**src/siph_pkg.sv**
```systemverilog
// ----------------------------------------------------------------------------
// siph_pkg
// Shared types, constants and round functions for the SipHash-2-4 word stream.
// ----------------------------------------------------------------------------
package siph_pkg;

  localparam int unsigned WORD_W  = 64;
  localparam int unsigned CNT_W   = 5;
  localparam int unsigned PADDR_W = 4;

  localparam logic [WORD_W-1:0] IV0 = 64'h736f6d6570736575;
  localparam logic [WORD_W-1:0] IV1 = 64'h646f72616e646f6d;
  localparam logic [WORD_W-1:0] IV2 = 64'h6c7967656e657261;
  localparam logic [WORD_W-1:0] IV3 = 64'h7465646279746573;
  localparam logic [WORD_W-1:0] FINAL_XOR = 64'h00000000000000ff;

  // register select, taken from paddr[3] (8-byte register stride)
  localparam logic REG_KEY_LOW  = 1'b0;
  localparam logic REG_KEY_HIGH = 1'b1;

  typedef struct packed {
    logic [WORD_W-1:0] v0;
    logic [WORD_W-1:0] v1;
    logic [WORD_W-1:0] v2;
    logic [WORD_W-1:0] v3;
  } lanes_t;

  // lanes plus word count handed to the finalization pipe
  typedef struct packed {
    lanes_t           lanes;
    logic [CNT_W-1:0] count;
  } fin_req_t;

  typedef struct packed {
    logic s1_v;
    logic s2_v;
    logic s3_v;
  } fin_status_t;

  function automatic lanes_t sip_round(input lanes_t s);
    logic [WORD_W-1:0] a;
    logic [WORD_W-1:0] b;
    logic [WORD_W-1:0] c;
    logic [WORD_W-1:0] d;
    lanes_t            r;
    a = s.v0;
    b = s.v1;
    c = s.v2;
    d = s.v3;
    a = a + b; b = {b[50:0], b[63:51]}; b = b ^ a; a = {a[31:0], a[63:32]};
    c = c + d; d = {d[47:0], d[63:48]}; d = d ^ c;
    a = a + d; d = {d[42:0], d[63:43]}; d = d ^ a;
    c = c + b; b = {b[46:0], b[63:47]}; b = b ^ c; c = {c[31:0], c[63:32]};
    r.v0 = a;
    r.v1 = b;
    r.v2 = c;
    r.v3 = d;
    return r;
  endfunction

  function automatic lanes_t sip_two_rounds(input lanes_t s);
    return sip_round(sip_round(s));
  endfunction

  function automatic lanes_t sip_absorb(input lanes_t s, input logic [WORD_W-1:0] m);
    lanes_t t;
    t    = s;
    t.v3 = t.v3 ^ m;
    t    = sip_two_rounds(t);
    t.v0 = t.v0 ^ m;
    return t;
  endfunction

  function automatic lanes_t lanes_init(input logic [WORD_W-1:0] k0,
                                        input logic [WORD_W-1:0] k1);
    lanes_t t;
    t.v0 = k0 ^ IV0;
    t.v1 = k1 ^ IV1;
    t.v2 = k0 ^ IV2;
    t.v3 = k1 ^ IV3;
    return t;
  endfunction

endpackage

```
**src/siph_cfg.sv**
```systemverilog
// ----------------------------------------------------------------------------
// siph_cfg
// APB-style register file holding the two 64-bit key words.
// ----------------------------------------------------------------------------
module siph_cfg (
  input  logic                         clk,
  input  logic                         rst_n,
  input  logic                         psel,
  input  logic                         penable,
  input  logic                         pwrite,
  input  logic [siph_pkg::PADDR_W-1:0] paddr,
  input  logic [siph_pkg::WORD_W-1:0]  pwdata,
  output logic [siph_pkg::WORD_W-1:0]  prdata,
  output logic                         pready,
  output logic [siph_pkg::WORD_W-1:0]  key_low,
  output logic [siph_pkg::WORD_W-1:0]  key_high
);
  import siph_pkg::*;

  logic [WORD_W-1:0] key_low_r;
  logic [WORD_W-1:0] key_high_r;
  logic              reg_sel;
  logic              wr_en;

  assign reg_sel = paddr[3];
  assign wr_en   = psel & penable & pwrite;
  assign pready  = 1'b1;

  always_ff @(posedge clk) begin
    if (!rst_n) begin
      key_low_r  <= '0;
      key_high_r <= '0;
    end else if (wr_en) begin
      unique case (reg_sel)
        REG_KEY_LOW:  key_low_r  <= pwdata;
        REG_KEY_HIGH: key_high_r <= pwdata;
        default: ;
      endcase
    end
  end

  always_comb begin
    unique case (reg_sel)
      REG_KEY_LOW:  prdata = key_low_r;
      REG_KEY_HIGH: prdata = key_high_r;
      default:      prdata = '0;
    endcase
  end

  assign key_low  = key_low_r;
  assign key_high = key_high_r;

endmodule

```
**config.mk**
```make
export PLATFORM = sky130hd
export DESIGN_NAME = siph_cfg
export DESIGN_NICKNAME = d
export VERILOG_FILES = /design/src/siph_pkg.sv /design/src/siph_cfg.sv
export SDC_FILE = /design/constraint.sdc
export NUM_CORES = 1
export LEC_CHECK = 0
export ABC_AREA = 1
export ABC_CLOCK_PERIOD_IN_PS = 1370
export BUFFER_PORTS_ARGS = -buffer_cell sky130_fd_sc_hd__buf_2
export CAP_MARGIN = 10
export CORE_AREA = 3 3 116 118
export DETAILED_ROUTE_END_ITERATION = 6
export DIE_AREA = 0 0 119 121
export GPL_TIMING_DRIVEN = 0
export PLACE_DENSITY = 0.8
export RECOVER_POWER = 50
export REMOVE_ABC_BUFFERS = 1
export SLEW_MARGIN = 20
export SYNTH_ARGS = -nofsm -noshare
export SYNTH_HDL_FRONTEND = slang
export SYNTH_SLANG_ARGS = --single-unit
```
**constraint.sdc**
```tcl
create_clock -name clk -period 1.37 [get_ports clk]
set_clock_uncertainty 0.2 [all_clocks]
set_input_delay 0.0685 -clock clk [delete_from_list [all_inputs] [get_ports clk]]
set_output_delay 0.0685 -clock clk [all_outputs]
set_load 0.1 [all_outputs]
```
After elaboration in Yosys (flattened, before gate mapping) --
Cells that the tools add are included.
Word-level totals: flip-flop bits (word level) 128, latch bits 0, memory bits (writable) 0, memory bits (read-only) 0, output and inout bits 193, logic and storage cells 8, memories 0
Cells by class: add/subtract/negate cells 0, $mul 0, divide/modulo/power cells 0, order comparisons 0, equality and inequality tests 0, shift-type cells 0, multiplexer cells 1, bitwise logic cells 3, reductions and logical operators 2
Operators by type and width (number):
- case mux 64 bit (2 select lines) | 1
- AND reduction 2 bit | 2
- bitwise AND 1 bit | 2
- inverter 1 bit | 1

Longest topological paths before layout --
word-level depth 3, gate-level depth with buffers 7

Least setup slack after synthesis --
Ideal clock, no wire load.
path type reg-to-output, start register key_low_r[0], in the netlist key_low[0], end output port prdata[0] (netlist name), data arrival time 1732 ps, data required time 1102 ps, slack -631 ps, cell stages (with the launch flop) 3, path through dfxtp_1 > nand2_1 > nand2_1
Between the ends: longest elaborated chain between the ends 1
RTL lines:
- from (decl) | line siph_cfg.sv:20 | logic [WORD_W-1:0] key_low_r;
- from (signal assigned) | line siph_cfg.sv:35 | REG_KEY_LOW: key_low_r <= pwdata;
- case mux 64 bit (2 select lines) | line siph_cfg.sv:43 | unique case (reg_sel)
- to (decl) | line siph_cfg.sv:13 | output logic [siph_pkg::WORD_W-1:0] prdata,
No other way between the ends.

Worst setup path after layout --
start register key_low_r[8], in the netlist key_low[8], end output port prdata[8] (netlist name)
The elaborated chain is that of the path after synthesis.

==> results by group <==
Setup path
  • CP cell instances: nand2_1 -> nand2_2 -> buf_12
  • FF-to-FF setup slack: 400 ps
  • Worst-case reg-to-reg path depth: 3
  • Largest delay share family, worst path: flip-flops
  • CP Data Required Time: between 1000 and 1500 ps
  • Arrival time worst endpoint: 1180 ps
  • Startpoint of the worst-slack reg-to-reg timing path: key_low[36]
  • Worst setup EP type: primary output
  • Crit-path max cell delay: 370 ps
  • Crit Path Max Fanout: 3
  • Start-to-end type of the worst setup path: reg -> out
  • R2r endpoint: key_low[36]
  • CP Buf/Inv Count: 1
  • Critical Path Start Type: flip-flop
  • Critical path's slowest cell: dfxtp_2

Die
  • Ports: 266
  • Full die area: between 10000 and 15000 sq um
  • Initial Utilization: 0.477
  • Die width: 119 um
  • Core ar.: 12600 sq um
  • Die Y: 121 um
  • Rows: 41

STA
  • Final Hold Viols: a little over 50
  • Period minus WS final: around 1400 ps
  • Final Slew Violations: 0
  • Fin crit share: 1.06
  • Fmax: a little under 700 MHz
  • Worst slew pin tran: 505 ps
  • Slew headroom: 0.663
  • Hold slack: -154 ps
  • # setup viols final: 38
  • Worst Slack Setup Final: -79.8 ps
  • RSZ-0062 raised after global routing: yes

Cells and area
  • Finished Layout Cells: about 1500
  • Nets@finish: 1353
  • Fillers: 596
  • Seq. cell area: 2740 sq um
  • Layout cells sized above 1: 0.452
  • Final core utilization: 0.853
  • Multi-input gate area: about 3200 sq um
  • Finished Cell Area: 10700 sq um
  • Area grow syn2layout: 78.7%

Synth
  • Seq cells post-synth: 128
  • Post-Syn Area: 6000 sq um
  • Synth Area per Inst: 6.16 sq um
  • Sequential-to-total area share from yosys stat: 0.427
  • Synth area leaders: dfxtp_1, nand2_1, nor2_1
  • Unique cell type count in the Yosys netlist: 13
  • Count leader, synth: nand2_1
  • Area fraction of the dominant cell type after synthesis: 0.427
  • Synth async-reset ratio: 0
  • EDFF count, synth: 0
  • Top_reg_cell synth: dfxtp_1
  • Cells after synthesis: 973
  • Top cells by count, synth: nand2_1, nor2_1, dfxtp_1, nand3_1, inv_1
  • Synth Warn #: 0
  • Dominant cell type by area after synthesis: dfxtp_1

GRT
  • Initial antenna violation count: 1
  • Total GRT Usage: 0.339
  • First-pass GRT wire length: roughly 40 mm
  • Vias in the first global route: 7747
  • Largest net degree at the start of global routing: approximately 80
  • GRT overflow: 0

Hold path
  • Hold Crit Depth: 3
  • Hold_sp: rst_n
  • Hold WC Path Type: in -> reg
  • Hold endpoint: key_low[47]

CTS
  • Sink Count: between 100 and 150
  • CTS tree: built
  • Hold_buf cts: 65
  • Clk slew on worst S/H paths: 60 ps
  • Worst skew pair latency: 410 ps
  • # H-tree levels: 4
  • CTS root buf: clkbuf_16
  • Total CTS buffers: 17
  • Clk buf depth: 2

Placement
  • Cells after DPL: 1347
  • Final RePlAce weighted congestion: 0.765
  • Pre-CTS setup slack: -1030 ps
  • Placed cell area: 7430 sq um
  • HPWL after detailed placement: 11.2 mm
  • Port-buffer cells: 261

Drt
  • Vias per std cell: ~5.6
  • DR pass1 iterations: 6
  • Starting DRT DRC Count: 1135
  • DRC Markers: 0
  • Final ANT Viol Nets: 0
  • DR WL/cell: ~19 um
  • Vias: 8198
  • Drt total wl: 28.3 mm

Power
  • Maximum vdd ir drop: 0.595 mV
  • P per Cell Area: 1110 nW/um^2
  • Leak: a little over 0.005 uW

Run status
  • Status: finished with violations
  • Failing checks: negative hold slack, negative setup slack

Flow run
  • Max_cap viols: 0
## power by group
| group | internal [uW] | switching (uW) | total (uW) | leakage [uW] |
|---|---|---|---|---|
| clock network | 2930 | 1690 | 4620 | 0.000276 |
| logic | 942 | 2360 | 3300 | 0.00378 |
| registers | 3870 | 143 | 4020 | 0.00110 |
## stage by stage
| step | TNS [ps] | total power, uW |
|---|---|---|
| after CTS | -3.85 | 11700 |
| final | -659 | 11900 |
| after detailed placement | -125030 | 6550 |
| after floorplan | -457100 | 5980 |
| after global routing | -2860 | 12200 |
| after global placement | -874530 | 6510 |
## metal layers
metal	share of wire	wire length (um)	track usage	vias to the layer above
met5	0	0	0	-
met4	0.076	2150	0.218	0
met3	0.089	2510	0.0681	203
met2	0.50	14300	0.628	699
met1	0.33	9370	0.347	3734
li1	-	-	-	3562
## area by class of cell
cell class,count,area share
Antenna cell,1,0.000234
Timing Repair Buffer,354,0.344
Sequential cell,128,0.256
Timing Repair inverter,2,0.00163
Inverter,66,0.0256
Clock inverter,10,0.0128
Tap cell,172,0.0201
Clock buffer,20,0.0426
Multi-Input combinational cell,711,0.297
## flip-flops by register name, indices dropped and copies added, names as in the netlist
| signal | flops |
|---|---|
| key_high | 64 |
| key_low | 64 |
## worst min-delay path: cells and delay by family
| kind | cells | cell delay (ps) |
|---|---|---|
| buf+inv | 1 | 200 |
| simple gates | 2 | 140 |
## timing repair
action | 4_1_cts | 5_1_grt
gates cloned | 7 | 2
hold endpoints to repair | 128 | 51
gates resized for setup | 540 | 119
setup buffers | 1 | 11
endpoints found under the setup margin | 289 | 90
pin swaps | 2 | 45
## layout by cell type, fill, tap and decap left out
cell | Yosys | routed
clkbuf_1 | 15 | 2
clkbuf_4 | 0 | 2
inv_1 | 65 | 65
bufbuf_16 | 0 | 1
dfxtp_4 | 0 | 8
dfxtp_2 | 0 | 120
bufinv_16 | 0 | 3
clkbuf_16 | 0 | 18
diode_2 | 0 | 1
nand3_1 | 128 | 128
nand2_2 | 0 | 131
inv_6 | 0 | 2
buf_16 | 0 | 5
nor2_2 | 0 | 2
nand2_1 | 321 | 190
buf_4 | 6 | 139
clkbuf_8 | 0 | 2
clkinvlp_4 | 0 | 5
buf_6 | 0 | 2
clkinv_16 | 0 | 1
dlygate4sd3_1 | 0 | 65
clkinv_2 | 0 | 2
conb_1 | 1 | 1
buf_12 | 0 | 71
nor2_4 | 2 | 2
nand3_2 | 1 | 1
nor2_1 | 257 | 256
clkbuf_2 | 0 | 1
buf_2 | 46 | 66
## worst max-delay path by stage
stage / from / endpoint / slack (ps) / depth (start not counted)
2_1_floorplan: psel / key_high[0] / -3190 / 5
3_3_place_gp: psel / key_low[3] / -5200 / 6
3_5_place_dp: paddr[3] / key_high[18] / -1030 / 8
4_1_cts: key_low[14] / prdata[14] / -4 / 3
5_1_grt: key_low[8] / prdata[8] / -100 / 3
6_report: key_low[8] / prdata[8] / -80 / 3
## cells by family (layout without fill, tap and decap cells)
group / count (synthesis) / in the layout / share of synthesized area
other: 1 / 2 / 0.000625
flip-flops: 128 / 128 / 0.427
buffers and inverters: 135 / 452 / 0.0979
AND/OR/NAND/NOR: 709 / 710 / 0.474
(Power assumes the default switching activity.)
