$ cat config.mk
export PLATFORM = sky130hd
export DESIGN_NAME = siph_final
export DESIGN_NICKNAME = d
export VERILOG_FILES = /design/src/siph_pkg.sv /design/src/siph_final.sv
export SDC_FILE = /design/constraint.sdc
export NUM_CORES = 2
export LEC_CHECK = 0
export ABC_AREA = 0
export BUFFER_PORTS_ARGS = -buffer_cell sky130_fd_sc_hd__buf_4
export CAP_MARGIN = 20
export CORE_MARGIN = 4
export CORE_UTILIZATION = 40
export CTS_CLUSTER_DIAMETER = 80
export DETAILED_ROUTE_END_ITERATION = 10
export HOLD_SLACK_MARGIN = 0.05
export PLACE_DENSITY_LB_ADDON = 0.25
export SETUP_SLACK_MARGIN = 0.1
export SYNTH_ARGS = -nofsm -noshare
export SYNTH_HDL_FRONTEND = slang
export SYNTH_SLANG_ARGS = --single-unit
export TNS_END_PERCENT = 100
$ cat constraint.sdc
create_clock -name clk -period 11 [get_ports clk]
set_input_delay 2.2 -clock clk [delete_from_list [all_inputs] [get_ports clk]]
set_output_delay 2.2 -clock clk [all_outputs]
set_load 0.03 [all_outputs]
$ cat src/siph_pkg.sv
// ----------------------------------------------------------------------------
// siph_pkg
// Shared types, constants and round functions for the SipHash-2-4 word stream.
// ----------------------------------------------------------------------------
package siph_pkg;

  localparam int unsigned WORD_W  = 64;
  localparam int unsigned CNT_W   = 5;
  localparam int unsigned PADDR_W = 4;

  localparam logic [WORD_W-1:0] IV0 = 64'h736f6d6570736575;
  localparam logic [WORD_W-1:0] IV1 = 64'h646f72616e646f6d;
  localparam logic [WORD_W-1:0] IV2 = 64'h6c7967656e657261;
  localparam logic [WORD_W-1:0] IV3 = 64'h7465646279746573;
  localparam logic [WORD_W-1:0] FINAL_XOR = 64'h00000000000000ff;

  // register select, taken from paddr[3] (8-byte register stride)
  localparam logic REG_KEY_LOW  = 1'b0;
  localparam logic REG_KEY_HIGH = 1'b1;

  typedef struct packed {
    logic [WORD_W-1:0] v0;
    logic [WORD_W-1:0] v1;
    logic [WORD_W-1:0] v2;
    logic [WORD_W-1:0] v3;
  } lanes_t;

  // lanes plus word count handed to the finalization pipe
  typedef struct packed {
    lanes_t           lanes;
    logic [CNT_W-1:0] count;
  } fin_req_t;

  typedef struct packed {
    logic s1_v;
    logic s2_v;
    logic s3_v;
  } fin_status_t;

  function automatic lanes_t sip_round(input lanes_t s);
    logic [WORD_W-1:0] a;
    logic [WORD_W-1:0] b;
    logic [WORD_W-1:0] c;
    logic [WORD_W-1:0] d;
    lanes_t            r;
    a = s.v0;
    b = s.v1;
    c = s.v2;
    d = s.v3;
    a = a + b; b = {b[50:0], b[63:51]}; b = b ^ a; a = {a[31:0], a[63:32]};
    c = c + d; d = {d[47:0], d[63:48]}; d = d ^ c;
    a = a + d; d = {d[42:0], d[63:43]}; d = d ^ a;
    c = c + b; b = {b[46:0], b[63:47]}; b = b ^ c; c = {c[31:0], c[63:32]};
    r.v0 = a;
    r.v1 = b;
    r.v2 = c;
    r.v3 = d;
    return r;
  endfunction

  function automatic lanes_t sip_two_rounds(input lanes_t s);
    return sip_round(sip_round(s));
  endfunction

  function automatic lanes_t sip_absorb(input lanes_t s, input logic [WORD_W-1:0] m);
    lanes_t t;
    t    = s;
    t.v3 = t.v3 ^ m;
    t    = sip_two_rounds(t);
    t.v0 = t.v0 ^ m;
    return t;
  endfunction

  function automatic lanes_t lanes_init(input logic [WORD_W-1:0] k0,
                                        input logic [WORD_W-1:0] k1);
    lanes_t t;
    t.v0 = k0 ^ IV0;
    t.v1 = k1 ^ IV1;
    t.v2 = k0 ^ IV2;
    t.v3 = k1 ^ IV3;
    return t;
  endfunction

endpackage

$ cat src/siph_final.sv
// ----------------------------------------------------------------------------
// siph_final
// Finalization pipe: length block, 0xff and four rounds over three stages,
// then the folded digest in the output register.
// ----------------------------------------------------------------------------
module siph_final (
  input  logic                        clk,
  input  logic                        rst_n,
  input  logic                        push,
  input  siph_pkg::fin_req_t          req,
  output logic                        push_ready,
  output logic                        out_valid,
  input  logic                        out_ready,
  output logic [siph_pkg::WORD_W-1:0] out_digest,
  output siph_pkg::fin_status_t       status
);
  import siph_pkg::*;

  fin_req_t          s1_r;
  lanes_t            s2_r;
  lanes_t            s3_r;
  logic [WORD_W-1:0] dig_r;
  logic              s1_v_r;
  logic              s2_v_r;
  logic              s3_v_r;
  logic              out_v_r;

  logic              out_free;
  logic              s3_free;
  logic              s2_free;
  logic              s1_free;
  lanes_t            s2_nxt;
  lanes_t            s3_nxt;
  lanes_t            fin_lanes;
  logic [WORD_W-1:0] dig_nxt;
  logic [WORD_W-1:0] len_blk;

  // a stage may load when it is empty or its content moves on this cycle
  assign out_free   = ~out_v_r | out_ready;
  assign s3_free    = ~s3_v_r | out_free;
  assign s2_free    = ~s2_v_r | s3_free;
  assign s1_free    = ~s1_v_r | s2_free;
  assign push_ready = s1_free;

  always_comb begin
    // byte count mod 256 in the top byte
    len_blk   = {s1_r.count, 3'b000, 56'd0};
    s2_nxt    = sip_absorb(s1_r.lanes, len_blk);
    s2_nxt.v2 = s2_nxt.v2 ^ FINAL_XOR;
    s3_nxt    = sip_two_rounds(s2_r);
    fin_lanes = sip_two_rounds(s3_r);
    dig_nxt   = fin_lanes.v0 ^ fin_lanes.v1 ^ fin_lanes.v2 ^ fin_lanes.v3;
  end

  always_ff @(posedge clk) begin
    if (!rst_n) begin
      s1_v_r  <= 1'b0;
      s2_v_r  <= 1'b0;
      s3_v_r  <= 1'b0;
      out_v_r <= 1'b0;
    end else begin
      s1_v_r <= push | (s1_v_r & ~s2_free);
      if (s2_free) begin
        s2_v_r <= s1_v_r;
      end
      if (s3_free) begin
        s3_v_r <= s2_v_r;
      end
      if (out_free) begin
        out_v_r <= s3_v_r;
      end
    end
  end

  always_ff @(posedge clk) begin
    if (push) begin
      s1_r <= req;
    end
    if (s2_free) begin
      s2_r <= s2_nxt;
    end
    if (s3_free) begin
      s3_r <= s3_nxt;
    end
    if (out_free) begin
      dig_r <= dig_nxt;
    end
  end

  assign out_valid   = out_v_r;
  assign out_digest  = dig_r;
  assign status.s1_v = s1_v_r;
  assign status.s2_v = s2_v_r;
  assign status.s3_v = s3_v_r;

endmodule

==> results by group, run 1 <==
Clocking
  • Root buf cell: clkbuf_16
  • Clock H-tree levels: 3
  • Clk sinks: 841
  • Total CTS buffers: 105
  • Max Buffers Root-to-Sink: 4
  • Post-CTS Hold Buffers: 0

Synth
  • Post-Synth Adder-Cell Area: 16.3%
  • Post-Synth XOR/XNOR Area: 23.4%
  • Mux cell area share after synthesis: 0.0624%
  • Synth async-reset ratio: 0%
  • Yosys cell types: 107
  • Synthesized instance count: 13013
  • Synth Flop Type: edfxtp_1
  • YS warnings: 0
  • Synth Area in Simple Gates: 11.3%
  • Compound-gate portion of the synthesized area: 24.4%
  • Cell Area, Synth: 0.114 mm^2
  • Largest family of logic cells by synthesized area: compound AO/OA/AOI/OAI gates
  • Post-synth EDFFs: 837
  • Seq cells post-synth: 841
  • Avg Cell Area, Syn: 8.78 um^2
  • Register area share after synthesis: 22.1%
  • Syn Nets: 14748

Status
  • Failing step: global routing (5_1_grt)
  • Err: [ERROR GRT-0116] Global routing finished with congestion. Check the congestion regions in the DRC Viewer.
  • Status: aborted with a tool error

Place
  • Placed Instances: 25160
  • Detailed Place HPWL: 719 mm
  • Port bufs: 333
  • Placer Congestion: 1.25
  • Worst slack, placed: -3.67 ns

Floorplanning
  • # rows: 195
  • Initial Utilization: 40.3%
  • IO Pins: 334
  • Height of the die: 543 um
  • Die width: 543 um

GRT
  • All-Layer GR Usage: 73.6%
  • Largest net degree at the start of global routing: 161
  • Vias in the first global route: 175611
  • First-pass GRT wire length: 1620 mm
  • GRT overflow: 4597
[cell usage after synthesis, types with 40 or more instances]
master | instances | area, um^2
and4_1 | 47 | 412
xor2_1 | 1630 | 14300
xnor2_1 | 1282 | 11200
nand2_1 | 664 | 2490
inv_1 | 540 | 2030
o211ai_1 | 77 | 578
ha_1 | 1447 | 18100
o21bai_1 | 291 | 2180
nor3_1 | 113 | 566
o31ai_1 | 61 | 458
nand3_1 | 218 | 1090
a211oi_1 | 94 | 706
a31oi_1 | 130 | 813
a21oi_1 | 1435 | 7180
nor2b_1 | 183 | 1140
nor2_1 | 642 | 2410
a21boi_0 | 40 | 300
clkbuf_1 | 189 | 709
nand4_1 | 193 | 1210
a21o_1 | 928 | 6970
a221oi_1 | 43 | 377
edfxtp_1 | 837 | 25100
o21ai_0 | 700 | 3500
and2_1 | 77 | 482
o21ai_1 | 49 | 245
o21a_1 | 159 | 1190
nand2b_1 | 194 | 1210
and3_1 | 123 | 769
[stage by stage]
step / TNS [ns] / util, % / area (um^2) / hold WS [ns]
2_1_floorplan: 0 / - / 115000 / 0.474
3_5_place_dp: -869.40 / 65.4 / 185000 / 0.504
4_1_cts: -263.10 / 68.6 / 194000 / 0.522
3_3_place_gp: -980.38 / 65.4 / 185000 / 0.498
[per-layer routing]
metal,GRT overflow,track usage [%]
met4,1250,74.0
met5,9,20.4
met1,31,73.4
met2,3250,94.8
met3,57,52.9
[cell families after synthesis]
kind of cell    Yosys count
simple gates           2608
fa+ha+maj              1472
flops                   841
mux                       7
buf+inv                 739
xor+xnor               2971
compound gates         4375
[what timing repair did]
| action | in CTS |
|---|---|
| pin swaps | 466 |
| endpoints found under the setup margin | 496 |
| setup buffers | 209 |
| gates resized for setup | 828 |
| hold endpoints to repair | 0 |
==> inputs of run 2 (changes only) <==
--- a/config.mk
+++ b/config.mk
@@ -9,12 +9,9 @@
 export BUFFER_PORTS_ARGS = -buffer_cell sky130_fd_sc_hd__buf_4
 export CAP_MARGIN = 20
 export CORE_MARGIN = 4
-export CORE_UTILIZATION = 40
-export CTS_CLUSTER_DIAMETER = 80
+export CORE_UTILIZATION = 25
 export DETAILED_ROUTE_END_ITERATION = 10
-export HOLD_SLACK_MARGIN = 0.05
-export PLACE_DENSITY_LB_ADDON = 0.25
-export SETUP_SLACK_MARGIN = 0.1
+export PLACE_DENSITY_LB_ADDON = 0.15
 export SYNTH_ARGS = -nofsm -noshare
 export SYNTH_HDL_FRONTEND = slang
 export SYNTH_SLANG_ARGS = --single-unit
==> constraint.sdc (replaced) <==
create_clock -name clk -period 14.3 [get_ports clk]
set_input_delay 2.86 -clock clk [delete_from_list [all_inputs] [get_ports clk]]
set_output_delay 2.86 -clock clk [all_outputs]
set_load 0.03 [all_outputs]
==> results by group, run 2 <==
Hold path
  • HP Class: register to register

Floorplanning
  • Height of the die: 684 um (+26%)
  • Die width: 684 um (+26%)
  • IO Pins: 334 (unchanged)
  • # rows: 248 (+27%)
  • Initial Utilization: 25.1% (-15 points)
  • DIE AREA: 0.468 mm^2
  • Core footprint: 0.456 mm^2

GRT
  • Vias in the first global route: 108934
  • Initial antenna violation count: 46
  • First-pass GRT wire length: 959 mm
  • GRT overflow: 0
  • Largest net degree at the start of global routing: 169
  • All-Layer GR Usage: 29.9%

Clocking
  • Total CTS buffers: 106 (+0.95%)
  • Skew-Pair Late Insertion Delay: 0.91 ns
  • Max Buffers Root-to-Sink: 4 (unchanged)
  • Post-CTS Hold Buffers: 0 (unchanged)
  • Clock H-tree levels: 3 (unchanged)
  • CTS tree: yes
  • Clk slew on worst S/H paths: 0.06 ns
  • Root buf cell: clkbuf_16
  • Clk sinks: 841 (unchanged)

Status
  • Status: finished clean

Synth
  • Cell taking the most area after synthesis: edfxtp_1
  • Synth Flop Type: edfxtp_1
  • Syn Nets: 14748 (unchanged)
  • YS warnings: 0 (unchanged)
  • Synthesized instance count: 13013 (unchanged)
  • Post-synth EDFFs: 837 (unchanged)
  • Seq cells post-synth: 841 (unchanged)
  • Synth top area share: 22.0% (unchanged)
  • Cell Area, Synth: 0.114 mm^2 (unchanged)
  • Register area share after synthesis: 22.1% (unchanged)
  • Largest cells by area after synthesis: edfxtp_1 22%, ha_1 16%, xor2_1 12%
  • Synth async-reset ratio: 0% (unchanged)
  • Yosys cell types: 107 (unchanged)
  • Most numerous cell in the Yosys netlist: xor2_1
  • Avg Cell Area, Syn: 8.78 um^2 (unchanged)
  • Commonest cells post-synth: 1630 x xor2_1, 1447 x ha_1, 1435 x a21oi_1, 1282 x xnor2_1, 928 x a21o_1

Detailed routing
  • Drt pass-1 iters: 6
  • Remaining DRCs: 0
  • DR vias/cell: 5.36
  • DR vias: 113026
  • Avg WL per Cell: 34.7 um
  • Post-route ant nets: 0
  • DR iter-0 viols: 11365
  • Total Wirelength: 731 mm

Final layout
  • Layout cell share with drive strength beyond 1: 16.3%
  • Biggest regs: s1_r: 256 flops, s2_r: 256 flops, s3_r: 256 flops
  • Most frequent cells in the layout: 2052 x buf_4, 1610 x xor2_1, 1446 x ha_1
  • Layout fillers: 48682
  • Area delta synth->final: 23.2%
  • NumNets Final: 16717
  • Finished Layout Cells: 21075
  • Most common cell after layout, fill and taps aside: buf_4

Setup path
  • Slowest CP cell: xnor2_1
  • CP peak stage delay: 0.84 ns
  • Crit path kind: register to register
  • CP most frequent cell: a21oi_1
  • CP Capture Type: register
  • Arrival time worst endpoint: 14.56 ns
  • Crit path max fanout: 5
  • CP startpoint kind: register
  • CP required: 14.93 ns

Place
  • Port bufs: 333 (unchanged)
  • Placer Congestion: 1.05 (-16%)
  • Placed Instances: 20859 (-17%)
  • Detailed Place HPWL: 664 mm (-7.6%)

Timing
  • Setup total negative slack: 0 ns
  • Peak Freq: 0.0718 GHz
  • Tmin final: 13.93 ns
  • Clock Skews: 0.0615 ns
  • Final hold slack: 0.508 ns
  • Max-slew violation count: 0
  • Normalized max-slew margin: 13.7%
  • Final Cycle Share: 97.4%
  • Setup violators final: 0
  • Worst Tran Pin Value: 1.29 ns
  • RSZ-0062 raised after global routing: true
  • Final Hold Vio Count: 0

Job
  • Maxcap violations: 0
## run 2: cell families after synthesis
kind of cell,share of synthesized area [%]
xor gates and xnor gates,23.4
adders and majority gates,16.3
DFF,22.1
and+or+nand+nor,11.3
buffers and inverters,2.45
AOI/OAI and AO/OA,24.4
muxes,0.0624
## run 2: cell type report
cell class,instances,area [um^2],share of cell area [%]
Antenna cell,14,35.0,0.0249
Clock buffer,121,2710,1.92
Clock inverter,66,647,0.459
Inverter,540,2030,1.45
Multi-Input combinational cell,11433,87100,61.9
Sequential cell,841,25200,17.9
Tap cell,6000,7510,5.33
Timing Repair Buffer,2060,15500,11.0
## run 2: worst paths after layout
check | cells after the start | to | slack [ns] | from
worst max-delay path | 51 | out_digest[61] | 0.37 | s3_r[132]
worst min-delay path | 2 | s3_v_r | 0.51 | s2_v_r
worst max register to register | 51 | out_digest[61] | 0.37 | s3_r[132]
worst min register to register | 2 | s3_v_r | 0.51 | s2_v_r
## run 2: metal layers
metal	GRT usage, %	wire, um
met5	0	137
met4	21.2	63700
met3	4.01	41600
met2	49.4	336000
met1	35.6	290000
## run 2: worst max-delay path, delay by kind of cell, from the launching register on
family | cells | cell delay (ns)
AND/OR/NAND/NOR | 12 | 2.81
adder cells (fa/ha/maj) | 4 | 1.59
AO/OA/AOI/OAI | 27 | 6.48
buffers and inverters | 2 | 0.32
XOR/XNOR | 6 | 1.99
flip-flops | 1 | 0.46
## run 2: repair_timing
item                       4_1_cts  5_1_grt
buffers inserted                 0       12
pin swaps                        0       11
setup endpoints to repair       93      180
gates resized for setup         13      120
## run 2: stage by stage
step | area (um^2) | util, % | setup WS [ns]
floorplan | 114000 | - | 2.37
global placement | 136000 | 29.9 | -0.984
detailed placement | 137000 | 29.9 | -0.883
CTS | 140000 | 30.7 | 0.00171
global route | 141000 | 30.9 | -0.0818
finish | 141000 | 30.9 | 0.368
Power of run 2 is left out: the tool's default activity adds up to more than one toggle a clock period on the data nets, which glitch-free logic cannot reach.
